**src/sv/hpbp_pkg.sv**
```systemverilog
// ----------------------------------------------------------------------------
// hpbp_pkg: shared definitions for the HDR pixel to BGR byte packer
// Field widths, the side limit and the structs that join the submodules.
// ----------------------------------------------------------------------------
`default_nettype none

package hpbp_pkg;

    localparam int CHAN_W  = 24;              // channel magnitude and weight width
    localparam int IN_W    = CHAN_W + 1;      // signed Q8.16 channel input
    localparam int BYTE_W  = 8;
    localparam int PROD_W  = CHAN_W + BYTE_W; // channel times 255
    localparam int SIDE_W  = 13;              // width/height register width
    localparam int COUNT_W = 12;              // row and column counters
    localparam int MAX_SIDE = 4096;
    localparam int LEFT_W  = 3;               // up to six bytes per pixel

    localparam logic [SIDE_W-1:0] MAX_SIDE_C  = SIDE_W'(MAX_SIDE);
    localparam logic [CHAN_W-1:0] UNIT_WEIGHT = CHAN_W'(65536);
    localparam logic [BYTE_W-1:0] BYTE_FULL   = {BYTE_W{1'b1}};

    typedef struct packed {
        logic              start;
        logic [CHAN_W-1:0] dividend;
        logic [CHAN_W-1:0] divisor;
    } div_req_t;

    typedef struct packed {
        logic              done;
        logic [BYTE_W-1:0] quot;
    } div_rsp_t;

    // One finished pixel: blue in the low byte, then green, then red.
    typedef struct packed {
        logic                valid;
        logic [3*BYTE_W-1:0] bgr;
    } load_t;

endpackage

`default_nettype wire

```
**src/sv/hpbp_div.sv**
```systemverilog
// ----------------------------------------------------------------------------
// hpbp_div: bit-serial saturating channel divider
// Computes min(floor(c*255/w), 255), one quotient bit per cycle.
// ----------------------------------------------------------------------------
`default_nettype none

module hpbp_div (
    input  wire                 aclk,
    input  wire                 aresetn,
    input  hpbp_pkg::div_req_t  req,
    output hpbp_pkg::div_rsp_t  rsp
);
    import hpbp_pkg::*;

    localparam logic [1:0] DIV_IDLE = 2'd0;
    localparam logic [1:0] DIV_SAT  = 2'd1;
    localparam logic [1:0] DIV_STEP = 2'd2;

    logic [1:0]        state_reg, state_next;
    logic              done_reg, done_next;
    logic [PROD_W-1:0] prod_reg, prod_next;
    logic [CHAN_W-1:0] w_reg, w_next;
    logic [CHAN_W-1:0] rem_reg, rem_next;
    logic [BYTE_W-1:0] dig_reg, dig_next;
    logic [LEFT_W-1:0] cnt_reg, cnt_next;

    logic [CHAN_W:0]   rem_sh;
    logic [CHAN_W:0]   rem_sub;
    logic              rem_ge;

    // One restoring step: bring down the next dividend bit and try a subtract.
    assign rem_sh  = {rem_reg, dig_reg[BYTE_W-1]};
    assign rem_ge  = rem_sh >= {1'b0, w_reg};
    assign rem_sub = rem_sh - {1'b0, w_reg};

    always_comb begin
        state_next = state_reg;
        done_next  = 1'b0;
        prod_next  = prod_reg;
        w_next     = w_reg;
        rem_next   = rem_reg;
        dig_next   = dig_reg;
        cnt_next   = cnt_reg;
        case (state_reg)
            DIV_IDLE: begin
                if (req.start) begin
                    prod_next  = {req.dividend, {BYTE_W{1'b0}}}
                               - {{BYTE_W{1'b0}}, req.dividend};
                    w_next     = req.divisor;
                    state_next = DIV_SAT;
                end
            end
            DIV_SAT: begin
                // The quotient reaches 256 exactly when the high part alone
                // already covers the divisor; a zero divisor lands here too.
                if (prod_reg[PROD_W-1:BYTE_W] >= w_reg) begin
                    dig_next   = BYTE_FULL;
                    done_next  = 1'b1;
                    state_next = DIV_IDLE;
                end else begin
                    rem_next   = prod_reg[PROD_W-1:BYTE_W];
                    dig_next   = prod_reg[BYTE_W-1:0];
                    cnt_next   = '0;
                    state_next = DIV_STEP;
                end
            end
            DIV_STEP: begin
                rem_next = rem_ge ? rem_sub[CHAN_W-1:0] : rem_sh[CHAN_W-1:0];
                dig_next = {dig_reg[BYTE_W-2:0], rem_ge};
                cnt_next = cnt_reg + 1'b1;
                if (cnt_reg == LEFT_W'(BYTE_W - 1)) begin
                    done_next  = 1'b1;
                    state_next = DIV_IDLE;
                end
            end
            default: begin
                state_next = DIV_IDLE;
            end
        endcase
    end

    always_ff @(posedge aclk) begin
        if (!aresetn) begin
            state_reg <= DIV_IDLE;
            done_reg  <= 1'b0;
        end else begin
            state_reg <= state_next;
            done_reg  <= done_next;
        end
        prod_reg <= prod_next;
        w_reg    <= w_next;
        rem_reg  <= rem_next;
        dig_reg  <= dig_next;
        cnt_reg  <= cnt_next;
    end

    assign rsp.done = done_reg;
    assign rsp.quot = dig_reg;

    a_rem_below_divisor: assert property (@(posedge aclk) disable iff (!aresetn)
        (state_reg == DIV_STEP) |-> (rem_reg < w_reg))
        else $error("partial remainder not below divisor");

    a_done_returns_idle: assert property (@(posedge aclk) disable iff (!aresetn)
        done_reg |-> (state_reg == DIV_IDLE))
        else $error("divider busy while reporting a quotient");

endmodule

`default_nettype wire

```
**src/sv/hpbp_emit.sv**
```systemverilog
// ----------------------------------------------------------------------------
// hpbp_emit: byte shifter with row padding and row/column tracking
// Shifts a pixel's three bytes out, then the padding zeros of a row end.
// ----------------------------------------------------------------------------
`default_nettype none

module hpbp_emit (
    input  wire                          aclk,
    input  wire                          aresetn,
    input  wire  [hpbp_pkg::SIDE_W-1:0]  image_width,
    input  wire  [hpbp_pkg::SIDE_W-1:0]  image_height,
    input  hpbp_pkg::load_t              load,
    output logic                         load_ready,
    output logic                         m_valid,
    input  wire                          m_ready,
    output logic [hpbp_pkg::BYTE_W-1:0]  m_out_byte,
    output logic                         m_is_padding,
    output logic                         m_last,
    output logic                         m_image_end
);
    import hpbp_pkg::*;

    logic [3*BYTE_W-1:0] sh_reg, sh_next;
    logic [LEFT_W-1:0]   left_reg, left_next;
    logic [1:0]          pad_reg, pad_next;
    logic                end_reg, end_next;
    logic [COUNT_W-1:0]  col_reg, col_next;
    logic [COUNT_W-1:0]  row_reg, row_next;

    logic [SIDE_W-1:0]   wid, hgt;
    logic                row_end, img_end;
    logic [1:0]          pad;
    logic                load_fire, out_fire;

    always_comb begin
        if (image_width == '0) begin
            wid = SIDE_W'(1);
        end else if (image_width > MAX_SIDE_C) begin
            wid = MAX_SIDE_C;
        end else begin
            wid = image_width;
        end
        if (image_height == '0) begin
            hgt = SIDE_W'(1);
        end else if (image_height > MAX_SIDE_C) begin
            hgt = MAX_SIDE_C;
        end else begin
            hgt = image_height;
        end
    end

    assign row_end = ({1'b0, col_reg} + 1'b1) >= wid;
    assign img_end = ({1'b0, row_reg} + 1'b1) >= hgt;
    // Three bytes per pixel: the padding to a multiple of four equals width mod 4.
    assign pad     = row_end ? wid[1:0] : 2'd0;

    assign m_valid    = left_reg != '0;
    assign out_fire   = m_valid && m_ready;
    assign load_ready = (left_reg == '0) || ((left_reg == LEFT_W'(1)) && m_ready);
    assign load_fire  = load.valid && load_ready;

    always_comb begin
        sh_next   = sh_reg;
        left_next = left_reg;
        pad_next  = pad_reg;
        end_next  = end_reg;
        col_next  = col_reg;
        row_next  = row_reg;
        if (load_fire) begin
            sh_next   = load.bgr;
            left_next = LEFT_W'(3) + {1'b0, pad};
            pad_next  = pad;
            end_next  = row_end && img_end;
            if (row_end) begin
                col_next = '0;
                row_next = img_end ? '0 : row_reg + 1'b1;
            end else begin
                col_next = col_reg + 1'b1;
            end
        end else if (out_fire) begin
            sh_next   = {{BYTE_W{1'b0}}, sh_reg[3*BYTE_W-1:BYTE_W]};
            left_next = left_reg - 1'b1;
        end
    end

    always_ff @(posedge aclk) begin
        if (!aresetn) begin
            left_reg <= '0;
            col_reg  <= '0;
            row_reg  <= '0;
        end else begin
            left_reg <= left_next;
            col_reg  <= col_next;
            row_reg  <= row_next;
        end
        sh_reg  <= sh_next;
        pad_reg <= pad_next;
        end_reg <= end_next;
    end

    assign m_out_byte   = sh_reg[BYTE_W-1:0];
    assign m_is_padding = m_valid && ({1'b0, pad_reg} >= left_reg);
    assign m_last       = left_reg == LEFT_W'(1);
    assign m_image_end  = m_last && end_reg;

    a_pad_is_zero: assert property (@(posedge aclk) disable iff (!aresetn)
        (m_valid && m_is_padding) |-> (m_out_byte == '0))
        else $error("padding word carries a nonzero byte");

    a_load_fills: assert property (@(posedge aclk) disable iff (!aresetn)
        load_fire |=> (left_reg >= LEFT_W'(3)))
        else $error("pixel loaded with fewer than three bytes");

    a_end_clears_counts: assert property (@(posedge aclk) disable iff (!aresetn)
        (out_fire && m_image_end) |-> ((col_reg == '0) && (row_reg == '0)))
        else $error("counters not cleared at the end of the image");

endmodule

`default_nettype wire

```
**src/sv/hdr_pixel_to_bgr_packer.sv**
```systemverilog
// ----------------------------------------------------------------------------
// hdr_pixel_to_bgr_packer: HDR pixel to 24-bit BGR scanline packer
// Normalizes accumulated pixels by their weight, or by unit weight when weighting is off, and emits padded BGR bytes.
// ----------------------------------------------------------------------------
// The blue, green and red channels pass one after another through a single
// bit-serial divider, producing one quotient bit per cycle. A channel whose
// quotient saturates at 255 (a zero weight included) skips the bit steps. The
// three bytes go to the output shifter once all three channels are divided,
// and the input is ready again on the next cycle. A pixel with a negative
// channel skips the divider: its marker bytes go straight to ST_LOAD for the
// shifter, and the input is ready again after that hand-off. Each hand-off
// waits while the shifter still holds more than one byte of the previous
// pixel, or holds its last byte while m_ready is low. The bytes leave the
// shifter at up to one byte per cycle while m_ready is high, 3 to 6 per
// pixel, and the shifter drains while the next pixel is divided.
`default_nettype none

module hdr_pixel_to_bgr_packer (
    input  wire                                 aclk,
    input  wire                                 aresetn,
    input  wire                                 s_valid,
    output logic                                s_ready,
    input  wire  signed [hpbp_pkg::IN_W-1:0]    s_red,
    input  wire  signed [hpbp_pkg::IN_W-1:0]    s_green,
    input  wire  signed [hpbp_pkg::IN_W-1:0]    s_blue,
    input  wire         [hpbp_pkg::CHAN_W-1:0]  s_weight,
    output logic                                m_valid,
    input  wire                                 m_ready,
    output logic        [hpbp_pkg::BYTE_W-1:0]  m_out_byte,
    output logic                                m_is_padding,
    output logic                                m_last,
    output logic                                m_image_end,
    input  wire                                 cfg_valid,
    output logic                                cfg_ready,
    input  wire         [1:0]                   cfg_index,
    input  wire         [hpbp_pkg::SIDE_W-1:0]  cfg_data
);
    import hpbp_pkg::*;

    localparam logic [1:0] REG_WIDTH  = 2'd0;
    localparam logic [1:0] REG_HEIGHT = 2'd1;
    localparam logic [1:0] REG_USE_W  = 2'd2;

    localparam logic [1:0] ST_IDLE  = 2'd0;
    localparam logic [1:0] ST_START = 2'd1;
    localparam logic [1:0] ST_WAIT  = 2'd2;
    localparam logic [1:0] ST_LOAD  = 2'd3;

    logic [SIDE_W-1:0]   width_reg, width_next;
    logic [SIDE_W-1:0]   height_reg, height_next;
    logic                use_w_reg, use_w_next;

    logic [1:0]          state_reg, state_next;
    logic [3*CHAN_W-1:0] chan_reg, chan_next;
    logic [CHAN_W-1:0]   w_reg, w_next;
    logic [3*BYTE_W-1:0] bgr_reg, bgr_next;
    logic [1:0]          ch_reg, ch_next;

    div_req_t            div_req;
    div_rsp_t            div_rsp;
    load_t               load;
    logic                load_ready;
    logic                in_fire, cfg_fire, neg;

    assign cfg_ready = 1'b1;
    assign cfg_fire  = cfg_valid && cfg_ready;

    always_comb begin
        width_next  = width_reg;
        height_next = height_reg;
        use_w_next  = use_w_reg;
        if (cfg_fire) begin
            case (cfg_index)
                REG_WIDTH:  width_next  = cfg_data;
                REG_HEIGHT: height_next = cfg_data;
                REG_USE_W:  use_w_next  = cfg_data[0];
                default:    ;
            endcase
        end
    end

    assign s_ready = state_reg == ST_IDLE;
    assign in_fire = s_valid && s_ready;
    assign neg     = s_red[IN_W-1] || s_green[IN_W-1] || s_blue[IN_W-1];

    always_comb begin
        state_next = state_reg;
        chan_next  = chan_reg;
        w_next     = w_reg;
        bgr_next   = bgr_reg;
        ch_next    = ch_reg;
        case (state_reg)
            ST_IDLE: begin
                if (in_fire) begin
                    chan_next = {s_red[CHAN_W-1:0], s_green[CHAN_W-1:0],
                                 s_blue[CHAN_W-1:0]};
                    w_next    = use_w_reg ? s_weight : UNIT_WEIGHT;
                    ch_next   = '0;
                    if (neg) begin
                        // Marker color for a pixel with any negative channel.
                        bgr_next   = {BYTE_FULL, {BYTE_W{1'b0}}, {BYTE_W{1'b0}}};
                        state_next = ST_LOAD;
                    end else begin
                        state_next = ST_START;
                    end
                end
            end
            ST_START: begin
                state_next = ST_WAIT;
            end
            ST_WAIT: begin
                if (div_rsp.done) begin
                    // Quotients enter at the top, so blue ends in the low byte.
                    bgr_next  = {div_rsp.quot, bgr_reg[3*BYTE_W-1:BYTE_W]};
                    chan_next = {{CHAN_W{1'b0}}, chan_reg[3*CHAN_W-1:CHAN_W]};
                    ch_next   = ch_reg + 1'b1;
                    state_next = (ch_reg == 2'd2) ? ST_LOAD : ST_START;
                end
            end
            ST_LOAD: begin
                if (load_ready) begin
                    state_next = ST_IDLE;
                end
            end
            default: begin
                state_next = ST_IDLE;
            end
        endcase
    end

    always_ff @(posedge aclk) begin
        if (!aresetn) begin
            width_reg  <= SIDE_W'(640);
            height_reg <= SIDE_W'(480);
            use_w_reg  <= 1'b1;
            state_reg  <= ST_IDLE;
        end else begin
            width_reg  <= width_next;
            height_reg <= height_next;
            use_w_reg  <= use_w_next;
            state_reg  <= state_next;
        end
        chan_reg <= chan_next;
        w_reg    <= w_next;
        bgr_reg  <= bgr_next;
        ch_reg   <= ch_next;
    end

    assign div_req.start    = state_reg == ST_START;
    assign div_req.dividend = chan_reg[CHAN_W-1:0];
    assign div_req.divisor  = w_reg;

    assign load.valid = state_reg == ST_LOAD;
    assign load.bgr   = bgr_reg;

    hpbp_div u_div (
        .aclk    (aclk),
        .aresetn (aresetn),
        .req     (div_req),
        .rsp     (div_rsp)
    );

    hpbp_emit u_emit (
        .aclk         (aclk),
        .aresetn      (aresetn),
        .image_width  (width_reg),
        .image_height (height_reg),
        .load         (load),
        .load_ready   (load_ready),
        .m_valid      (m_valid),
        .m_ready      (m_ready),
        .m_out_byte   (m_out_byte),
        .m_is_padding (m_is_padding),
        .m_last       (m_last),
        .m_image_end  (m_image_end)
    );

    a_done_only_waiting: assert property (@(posedge aclk) disable iff (!aresetn)
        div_rsp.done |-> (state_reg == ST_WAIT))
        else $error("divider result arrived outside the wait state");

endmodule

`default_nettype wire
```
**config.mk**
```make
export PLATFORM = sky130hd
export DESIGN_NAME = hdr_pixel_to_bgr_packer
export DESIGN_NICKNAME = d
export VERILOG_FILES = /design/src/sv/hpbp_pkg.sv /design/src/sv/hpbp_div.sv /design/src/sv/hpbp_emit.sv /design/src/sv/hdr_pixel_to_bgr_packer.sv
export SDC_FILE = /design/constraint.sdc
export NUM_CORES = 1
export LEC_CHECK = 0
export BUFFER_PORTS_ARGS = -buffer_cell sky130_fd_sc_hd__buf_4
export CAP_MARGIN = 20
export CORE_UTILIZATION = 52
export DETAILED_ROUTE_END_ITERATION = 12
export PLACE_DENSITY = 0.83
export SLEW_MARGIN = 20
export SYNTH_ARGS = -nofsm -noshare
export SYNTH_HDL_FRONTEND = slang
export SYNTH_SLANG_ARGS = --single-unit
export TNS_END_PERCENT = 1
```
**constraint.sdc**
```tcl
create_clock -name aclk -period 4.4 [get_ports aclk]
set_input_delay 0.22 -clock aclk [delete_from_list [all_inputs] [get_ports aclk]]
set_output_delay 0.22 -clock aclk [all_outputs]
set_load 0.005 [all_outputs]
```
==> flow_metrics.env, run 1 <==
export IMPL_synth_edff_count=240
export IMPL_endpoint_kind="register"
export IMPL_synth_nets=1859
export IMPL_grt_pass1_wl_um=64300
export IMPL_vias_per_cell=5.72
export IMPL_final_setup_skew_ns=0.0114
export IMPL_antenna_found_initial=0
export IMPL_dp_hpwl_um=25200
export IMPL_synth_simple_area_share_pct=19.8
export IMPL_drtAntennaViolNets=0
export IMPL_seqPwrFrac_pct=45.6
export IMPL_setup_tns_ns=0
export IMPL_slowest_stage="dfxtp_1"
export IMPL_core_area_sq_um=30800
export IMPL_intPower_mw=5.73
export IMPL_async_reset_ff_share_pct=0
export IMPL_vdd_ir_drop_max_uv=291
export IMPL_multi_input_area_sq_um=7410
export IMPL_grt_max_degree=76
export IMPL_syn_area_sq_um=16400
export IMPL_rsz0062_at_grt="false"
export IMPL_cts_htree_levels=1
export IMPL_power_leakage_nw=8.08
export IMPL_synthMuxAreaShare_pct=0.549
export IMPL_crit_arrival_ns=4.42
export IMPL_nFillCells=2202
export IMPL_routed_wl_um=39600
export IMPL_drtIter0Drc=1263
export IMPL_wl_per_cell_um=17.5
export IMPL_dp_cells=2097
export IMPL_clk_latency_ns=0.56
export IMPL_fin_cells=2262
export IMPL_p_sw_mw=2.16
export IMPL_combPwrFrac_pct=19.9
export IMPL_gr_total_overflow=0
export IMPL_largest_reg_flops=72
export IMPL_postSynthAreaPerCell_sq_um=10.0
export IMPL_synth_fa_ha_area_share_pct=8.13
export IMPL_grt_pass1_vias=12700
export IMPL_die_y_um=180
export IMPL_critPathKind="reg2reg"
export IMPL_ys_types=78
export IMPL_synth_warnings=0
export IMPL_track_usage_pct=24.3
export IMPL_maxSlewHeadroom_pct=29.0
export IMPL_power_share_switching_pct=27.4
export IMPL_layout_min_cycle_time_ns=3.94
export IMPL_fmax_mhz=254
export IMPL_drive_above_1_share_pct=12.2
export IMPL_max_stage_delay_ns=0.43
export IMPL_cpMostUsedCell="and3_1"
export IMPL_cp_num_buf_inv=0
export IMPL_vias=12900
export IMPL_root_buffer="clkbuf_16"
export IMPL_cp_top_family="simple AND/OR/NAND/NOR gates"
export IMPL_synth_compound_area_share_pct=12.9
export IMPL_worst_path_max_fanout=7
export IMPL_layout_nets=2067
export IMPL_crit_chain="and3_1 > and3_1 > and3_1 > and3_1 > nand3_1 > xnor2_1 > ha_1 > a211o_1 > or2_1 > or3_1 > o21ai_1 > or2_1 > nand2b_1 > ha_1 > nand2_1 > nand3_1 > a21boi_0"
export IMPL_synth_top_family_by_area="simple AND/OR/NAND/NOR gates"
export IMPL_hp_class="in2reg"
export IMPL_finalPower_mw=7.89
export IMPL_io_buffers=131
export IMPL_place_congestion=0.942
export IMPL_cts_resized=0
export IMPL_status="complete, no violations"
export IMPL_cts_sinks=299
export IMPL_seq_area_frac_synth_pct=51.1
export IMPL_finalCritPeriodShare_pct=89.6
export IMPL_path_clk_slew_ns=0.06
export IMPL_synthXorXnorAreaFrac_pct=3.41
export IMPL_ctsLongestPathBuffers=3
export IMPL_drc=0
export IMPL_synthCells=1634
export IMPL_finalSetupViolations=0
export IMPL_p_clk_share_pct=34.6
export IMPL_tightest_slew_ns=1.06
export IMPL_area_delta_synth_final_pct=21.1
export IMPL_antenna_cells=0
export IMPL_num_io_pins=133
export IMPL_final_core_util_pct=64.5
export IMPL_slew_viol_final=0
export IMPL_cts_inserted_buffers=31
export IMPL_dieArea_sq_um=32300
export IMPL_cap_viol_max_count=0
export IMPL_dr_pass1_iters=7
export IMPL_worst_setup_path_start_kind="register"
export IMPL_regArea_sq_um=8390
export IMPL_crit_required_ns=4.88
export IMPL_synth_seq_cells=299
export IMPL_hold_viol=0
export IMPL_floorplan_rows=64
export IMPL_initial_utilization_pct=53.2
export IMPL_die_x_um=180
export IMPL_cts_tree="yes"
export IMPL_ys_flop_type="edfxtp_1"
export IMPL_powerDensity_nw_per_um2=397
[power groups by stage]
| stage | clock (mW) | combinational [mW] | sequential, mW |
|---|---|---|---|
| floorplan | 0 | 1.04 | 3.60 |
| global placement | 0 | 1.38 | 3.64 |
| detailed placement | 0 | 1.44 | 3.65 |
| CTS | 2.75 | 1.53 | 3.59 |
| global route | 2.86 | 1.73 | 3.62 |
| finish | 2.73 | 1.57 | 3.59 |
[Yosys cell counts, types with 17 or more instances]
cell type    n  area [sq um]
nand2_1    341          1280
edfxtp_1   240          7210
ha_1       105          1310
inv_1       82           308
and2_1      79           494
nor2_1      67           251
clkbuf_1    62           233
dfxtp_1     59          1180
a21oi_1     57           285
xnor2_1     40           350
nand3_1     35           175
o21ai_1     32           160
nand2b_1    30           188
a21o_1      28           210
nor2b_1     25           156
xor2_1      24           210
a31oi_1     23           144
o211ai_1    23           173
a21boi_0    22           165
o21ai_0     20           100
nand3b_1    17           128
nor3_1      17          85.1
[worst reg2reg max path, stage by stage, from the launching register on]
cell,delay [ns]
dfxtp_1,0.43
and3_1,0.20
and3_1,0.24
and3_1,0.25
and3_1,0.26
nand3_1,0.11
xnor2_1,0.24
ha_1,0.29
a211o_1,0.31
or2_1,0.22
or3_1,0.30
o21ai_1,0.17
or2_1,0.16
nand2b_1,0.13
ha_1,0.23
nand2_1,0.06
nand3_1,0.07
a21boi_0,0.21
[routing by layer]
layer  track usage [%]  wire (um)
met5                 0          0
met4              7.66       1170
met3              3.30       2510
met2              42.5      19300
met1              31.2      16500
[area by class of cell]
| class | instances | area share, % |
|---|---|---|
| Sequential cell | 299 | 42.2 |
| Multi-Input combinational cell | 1171 | 37.3 |
| Timing Repair Buffer | 257 | 11.1 |
| Clock buffer | 39 | 4.31 |
| Tap cell | 396 | 2.49 |
| Inverter | 82 | 1.55 |
| Clock inverter | 18 | 1.11 |
[through the flow]
stage / setup slack, ns / hold slack, ns / instance area [sq um]
floorplan: 0.0513 / 0.344 / 16400
global placement: 0.622 / 0.404 / 17700
detailed placement: 0.491 / 0.405 / 17700
CTS: 0.453 / 0.00998 / 19900
global route: 0.200 / 0.0392 / 19900
finish: 0.457 / 0.0315 / 19900
[placed cells by master (no fill, tap or decap), types with 5 or more instances in the layout]
master         instances
dlygate4sd3_1        108
a21boi_0              22
o21a_1                 8
o21ai_0               20
a211oi_1               5
clkbuf_8               5
o311ai_1               5
nor2b_1               24
and3_1                15
ha_1                 104
nand3_1               35
o22ai_1               15
a21o_1                28
o31a_1                13
and2_1                79
nand4_1               15
nand3b_1              17
a21boi_1               5
dfxtp_1               59
nand2b_1              29
buf_4                149
a31oi_1               23
clkbuf_16             31
o21ai_1               32
nor4_1                10
o211ai_1              23
mux2i_1                9
clkinv_2               5
o21bai_1               8
a21oi_1               57
o31ai_1                7
xor2_1                24
or3_1                  8
nand2_1              341
nor2_1                65
xnor2_1               40
nor3_1                16
edfxtp_1             240
inv_1                 82
[cell families after synthesis]
kind of cell | Yosys count
AO/OA/AOI/OAI | 310
XOR/XNOR | 64
adder cells (fa/ha/maj) | 106
buffers and inverters | 164
flip-flops | 299
multiplexers | 9
other | 1
AND/OR/NAND/NOR | 681
[timing repair]
action | in CTS | in global routing
setup buffers | 0 | 0
setup endpoints to repair | 0 | 0
hold buffers | 108 | 0
endpoints found under the hold margin | 122 | 0
[path summary, 6_finish.rpt]
path | from | end | slack (ns) | depth (start not counted)
setup / recovery | u_emit.col_reg[2] | u_emit.left_reg[1] | 0.46 | 17
hold / removal | m_ready | u_emit.left_reg[2] | 0.03 | 4
setup reg to reg | u_emit.col_reg[2] | u_emit.left_reg[1] | 0.46 | 17
hold reg to reg | w_reg[20] | u_div.w_reg[20] | 0.42 | 0
No activity file was read; power rests on OpenSTA's default activity.
==> run 2: changes to the inputs <==
Settings changed: HOLD_SLACK_MARGIN from default to 0.05.
==> flow_metrics.env, run 2 (synthesis results as in run 1) <==
export IMPL_floorplan_rows=64
export IMPL_dieArea_sq_um=32300
export IMPL_reg2regPathDepth=17
export IMPL_critical_path_endpoint="u_emit.left_reg[1]"
export IMPL_gr_total_overflow=0
export IMPL_reg2reg_to="u_emit.left_reg[1]"
export IMPL_cap_viol_max_count=0
export IMPL_power_leakage_nw=8.10
export IMPL_die_y_um=180
export IMPL_pre_cts_ws_ns=0.491
export IMPL_clk_latency_ns=0.56
export IMPL_layout_min_cycle_time_ns=3.95
export IMPL_ctsLongestPathBuffers=3
export IMPL_grt_pass1_wl_um=64400
export IMPL_initial_utilization_pct=53.2
export IMPL_cts_tree="yes"
export IMPL_antenna_cells=0
export IMPL_place_congestion=0.942
export IMPL_timing_rr_start="u_emit.col_reg[2]"
export IMPL_vdd_ir_drop_max_uv=291
export IMPL_antenna_found_initial=0
export IMPL_regArea_sq_um=8390
export IMPL_dp_hpwl_um=25200
export IMPL_largest_reg_flops=72
export IMPL_status="complete, no violations"
export IMPL_mostFrequentLayoutCell="nand2_1"
export IMPL_vias_per_cell=5.70
export IMPL_num_io_pins=133
export IMPL_rsz0062_at_grt="false"
export IMPL_drtAntennaViolNets=0
export IMPL_wl_per_cell_um=17.4
export IMPL_rrSetupSlack_ns=0.45
export IMPL_drive_above_1_share_pct=12.1
export IMPL_final_core_util_pct=64.6
export IMPL_layout_nets=2070
export IMPL_slew_viol_final=0
export IMPL_hold_viol=0
export IMPL_fin_area_sq_um=19900
export IMPL_worst_path_max_fanout=7
export IMPL_grt_pass1_vias=12700
export IMPL_endpoint_kind="register"
export IMPL_grt_max_degree=76
export IMPL_crit_arrival_ns=4.43
export IMPL_drc=0
export IMPL_setup_tns_ns=0
export IMPL_fmax_mhz=253
export IMPL_cts_inserted_buffers=31
export IMPL_path_clk_slew_ns=0.06
export IMPL_area_delta_synth_final_pct=21.3
export IMPL_final_setup_skew_ns=0.0143
export IMPL_layout_setup_ws_ns=0.451
export IMPL_powerDensity_nw_per_um2=396
export IMPL_critPathLaunch="u_emit.col_reg[2]"
export IMPL_maxSlewHeadroom_pct=29.9
export IMPL_ctsHoldBuffers=111
export IMPL_layout_common_cells="nand2_1, edfxtp_1, buf_4"
export IMPL_dr_pass1_iters=7
export IMPL_cts_resized=0
export IMPL_nFillCells=2204
export IMPL_cts_sinks=299
export IMPL_postCtsSetupBuffers=0
export IMPL_routed_wl_um=39500
export IMPL_finalCritPeriodShare_pct=89.8
export IMPL_worst_setup_path_start_kind="register"
export IMPL_hp_class="in2reg"
export IMPL_root_buffer="clkbuf_16"
export IMPL_cts_htree_levels=1
export IMPL_multi_input_area_sq_um=7410
export IMPL_drtIter0Drc=1315
export IMPL_tightest_slew_ns=1.05
export IMPL_core_area_sq_um=30800
export IMPL_finalSetupViolations=0
export IMPL_critPathKind="reg2reg"
export IMPL_io_buffers=131
export IMPL_track_usage_pct=24.3
export IMPL_vias=12900
export IMPL_crit_required_ns=4.88
export IMPL_dpl_instance_area_sq_um=17700
export IMPL_die_x_um=180
run 2: area by class of cell:
type                       count  area share, %
tap                          396           2.49
timing repair buffer         260           11.2
multi-input combinational   1171           37.2
inverter                      82           1.55
sequential                   299           42.1
clock inverter                18           1.11
clock buffer                  39           4.30
run 2: power breakdown:
group          internal [mW]  switching (mW)  total, mW
clock network           1.62            1.11       2.72
registers               3.45           0.142       3.60
logic                  0.660           0.904       1.56
run 2: worst min path at each step:
stage,from,end,depth (start not counted)
floorplan,cfg_data[5],height_reg[5],2
detailed placement,w_reg[20],u_div.w_reg[20],0
finish,cfg_index[0],width_reg[9],4
global placement,w_reg[15],u_div.w_reg[15],0
CTS,s_valid,state_reg[1],4
global route,cfg_index[0],width_reg[9],4
run 2: routing by layer:
layer / vias to the layer above / track usage (%) / routed length, um
met5: - / 0 / 0
met4: 0 / 7.79 / 1230
li1: 6218 / - / -
met3: 85 / 3.57 / 2600
met2: 500 / 42.4 / 19300
met1: 6102 / 31.1 / 16300
run 2: through the flow:
| step | power, mW | cells | hold slack, ns |
|---|---|---|---|
| 6_report | 7.88 | 2265 | 0.0737 |
| 5_1_grt | 8.21 | 2265 | 0.0857 |
| 4_1_cts | 7.86 | 2265 | 0.0760 |
| 3_5_place_dp | 5.08 | 2097 | 0.405 |
| 3_3_place_gp | 5.02 | 2097 | 0.404 |
| 2_1_floorplan | 4.64 | 1634 | 0.344 |
run 2: critical path, cell delays in order, from the launching register on:
cell and delay (ns):
dfxtp_1 0.43, and3_1 0.20, and3_1 0.24, and3_1 0.26, and3_1 0.26, nand3_1 0.11
xnor2_1 0.24, ha_1 0.29, a211o_1 0.31, or2_1 0.22, or3_1 0.30, o21ai_1 0.17
or2_1 0.16, nand2b_1 0.13, ha_1 0.23, nand2_1 0.06, nand3_1 0.06, a21boi_0 0.21
==> run 3: changes to the inputs <==
Settings changed: BUFFER_PORTS_ARGS -buffer_cell sky130_fd_sc_hd__buf_4 to default, DONT_BUFFER_PORTS from default to 1, PLACE_DENSITY 0.83 to 0.79.
==> flow_metrics.env, run 3 (synthesis results as in run 1) <==
export IMPL_status="complete, no violations"
export IMPL_layout_setup_ws_ns=0.438
export IMPL_powerDensity_nw_per_um2=394
export IMPL_io_buffers=0
export IMPL_die_x_um=180
export IMPL_cts_inserted_buffers=31
export IMPL_cts_htree_levels=1
export IMPL_maxSlewHeadroom_pct=30.7
export IMPL_hold_viol=0
export IMPL_largest_reg_flops=72
export IMPL_fmax_mhz=252
export IMPL_dieArea_sq_um=32300
export IMPL_rsz0062_at_grt="false"
export IMPL_critPathLaunch="u_emit.col_reg[0]"
export IMPL_vias=12600
export IMPL_cts_sinks=299
export IMPL_routed_wl_um=38300
export IMPL_drive_above_1_share_pct=5.28
export IMPL_clk_latency_ns=0.55
export IMPL_power_leakage_nw=7.49
export IMPL_holdWs_ns=0.120
export IMPL_die_y_um=180
export IMPL_crit_arrival_ns=4.44
export IMPL_antenna_cells=0
export IMPL_worst_path_max_fanout=6
export IMPL_antenna_found_initial=1
export IMPL_dp_hpwl_um=24800
export IMPL_drtAntennaViolNets=0
export IMPL_path_clk_slew_ns=0.06
export IMPL_critical_path_endpoint="u_emit.left_reg[1]"
export IMPL_finalCritPeriodShare_pct=90.0
export IMPL_dr_pass1_iters=6
export IMPL_num_io_pins=133
export IMPL_track_usage_pct=23.4
export IMPL_postCtsSetupBuffers=0
export IMPL_vdd_ir_drop_max_uv=282
export IMPL_cts_tree="yes"
export IMPL_initial_utilization_pct=53.2
export IMPL_reg2regPathDepth=17
export IMPL_dp_cells=1967
export IMPL_grt_pass1_vias=12400
export IMPL_fin_cells=2158
export IMPL_timing_rr_start="u_emit.col_reg[0]"
export IMPL_root_buffer="clkbuf_16"
export IMPL_drtIter0Drc=1055
export IMPL_endpoint_kind="register"
export IMPL_critPathKind="reg2reg"
export IMPL_worst_setup_path_start_kind="register"
export IMPL_grt_max_degree=76
export IMPL_vias_per_cell=5.82
export IMPL_slew_viol_final=0
export IMPL_layout_common_cells="nand2_1, edfxtp_1, dlygate4sd3_1"
export IMPL_hp_class="in2reg"
export IMPL_core_area_sq_um=30800
export IMPL_crit_required_ns=4.87
export IMPL_layout_nets=1963
export IMPL_rrSetupSlack_ns=0.44
export IMPL_setup_tns_ns=0
export IMPL_area_delta_synth_final_pct=16.1
export IMPL_cts_resized=0
export IMPL_finalSetupViolations=0
export IMPL_drc=0
export IMPL_pre_cts_ws_ns=0.444
export IMPL_wl_per_cell_um=17.7
export IMPL_floorplan_rows=64
export IMPL_place_congestion=0.981
export IMPL_finalPower_mw=7.50
export IMPL_grt_pass1_wl_um=61800
export IMPL_final_setup_skew_ns=0.00996
export IMPL_tightest_slew_ns=1.04
export IMPL_mostFrequentLayoutCell="nand2_1"
export IMPL_cap_viol_max_count=0
export IMPL_ctsLongestPathBuffers=3
export IMPL_layout_min_cycle_time_ns=3.96
export IMPL_gr_total_overflow=0
export IMPL_reg2reg_to="u_emit.left_reg[1]"
[run 3: changes by cell type in the layout (fill, tap and decap cells not counted), moves of 2 or more]
| cell | change |
|---|---|
| clkinv_4 | +2 |
| dlygate4sd3_1 | +22 |
| bufinv_16 | -2 |
| clkbuf_8 | -5 |
| clkinv_8 | -2 |
| clkinv_1 | +5 |
| buf_4 | -130 |
| clkinv_2 | +4 |
| clkinvlp_4 | -3 |
[run 3: where the power goes]
group	internal (mW)	leakage [nW]	total, mW	switching (mW)
clock network	1.40	0.478	2.47	1.07
registers	3.45	2.72	3.60	0.143
logic	0.558	4.30	1.43	0.876
total	5.42	7.49	7.50	2.09
[run 3: through the flow]
step	utilization, %	instance area [sq um]
floorplan	-	16400
global placement	54.3	16700
detailed placement	54.3	16700
CTS	61.8	19100
global route	61.8	19100
finish	61.8	19100
[run 3: repair_timing]
item | in CTS | in global routing
endpoints found under the hold margin | 155 | 0
setup endpoints to repair | 0 | 0
hold buffers | 134 | 0
[run 3: how the worst min path moves through the flow]
stage | from | end | slack (ns) | cells after the start
after global placement | aresetn | use_w_reg | 0.29 | 1
after CTS | cfg_index[0] | height_reg[3] | 0.08 | 4
final | m_ready | state_reg[0] | 0.12 | 4
after detailed placement | aresetn | use_w_reg | 0.29 | 1
after floorplan | cfg_data[5] | height_reg[5] | 0.34 | 2
after global routing | m_ready | state_reg[0] | 0.15 | 4
[run 3: per-layer routing]
metal | vias to the layer above | global-route usage, % | share of wire, %
li1 | 6007 | - | -
met1 | 5871 | 29.8 | 42
met2 | 573 | 40.0 | 47
met3 | 117 | 3.71 | 7.1
met4 | 2 | 9.28 | 3.9
met5 | - | 0 | 0.031
[run 3: critical path: stages, from the launching register on]
cell and delay, ns:
dfxtp_1 0.42, and3_1 0.20, and3_1 0.24, and3_1 0.26, and3_1 0.28, nand3_1 0.13
xnor2_1 0.21, ha_1 0.28, a211o_1 0.31, or2_1 0.22, or3_1 0.30, o21ai_1 0.18
or2_1 0.16, nand2b_1 0.12, ha_1 0.23, nand2_1 0.06, nand3_1 0.07, a21boi_0 0.21
[run 3: layout make-up]
| cell class | instances | area [sq um] |
|---|---|---|
| clock buffers | 34 | 787 |
| well taps | 396 | 495 |
| inverters | 82 | 308 |
| flip-flops and latches | 299 | 8390 |
| fillers | 2235 | 11800 |
| multi-input cells | 1171 | 7400 |
| clock inverters | 23 | 170 |
| repair buffers | 153 | 1500 |
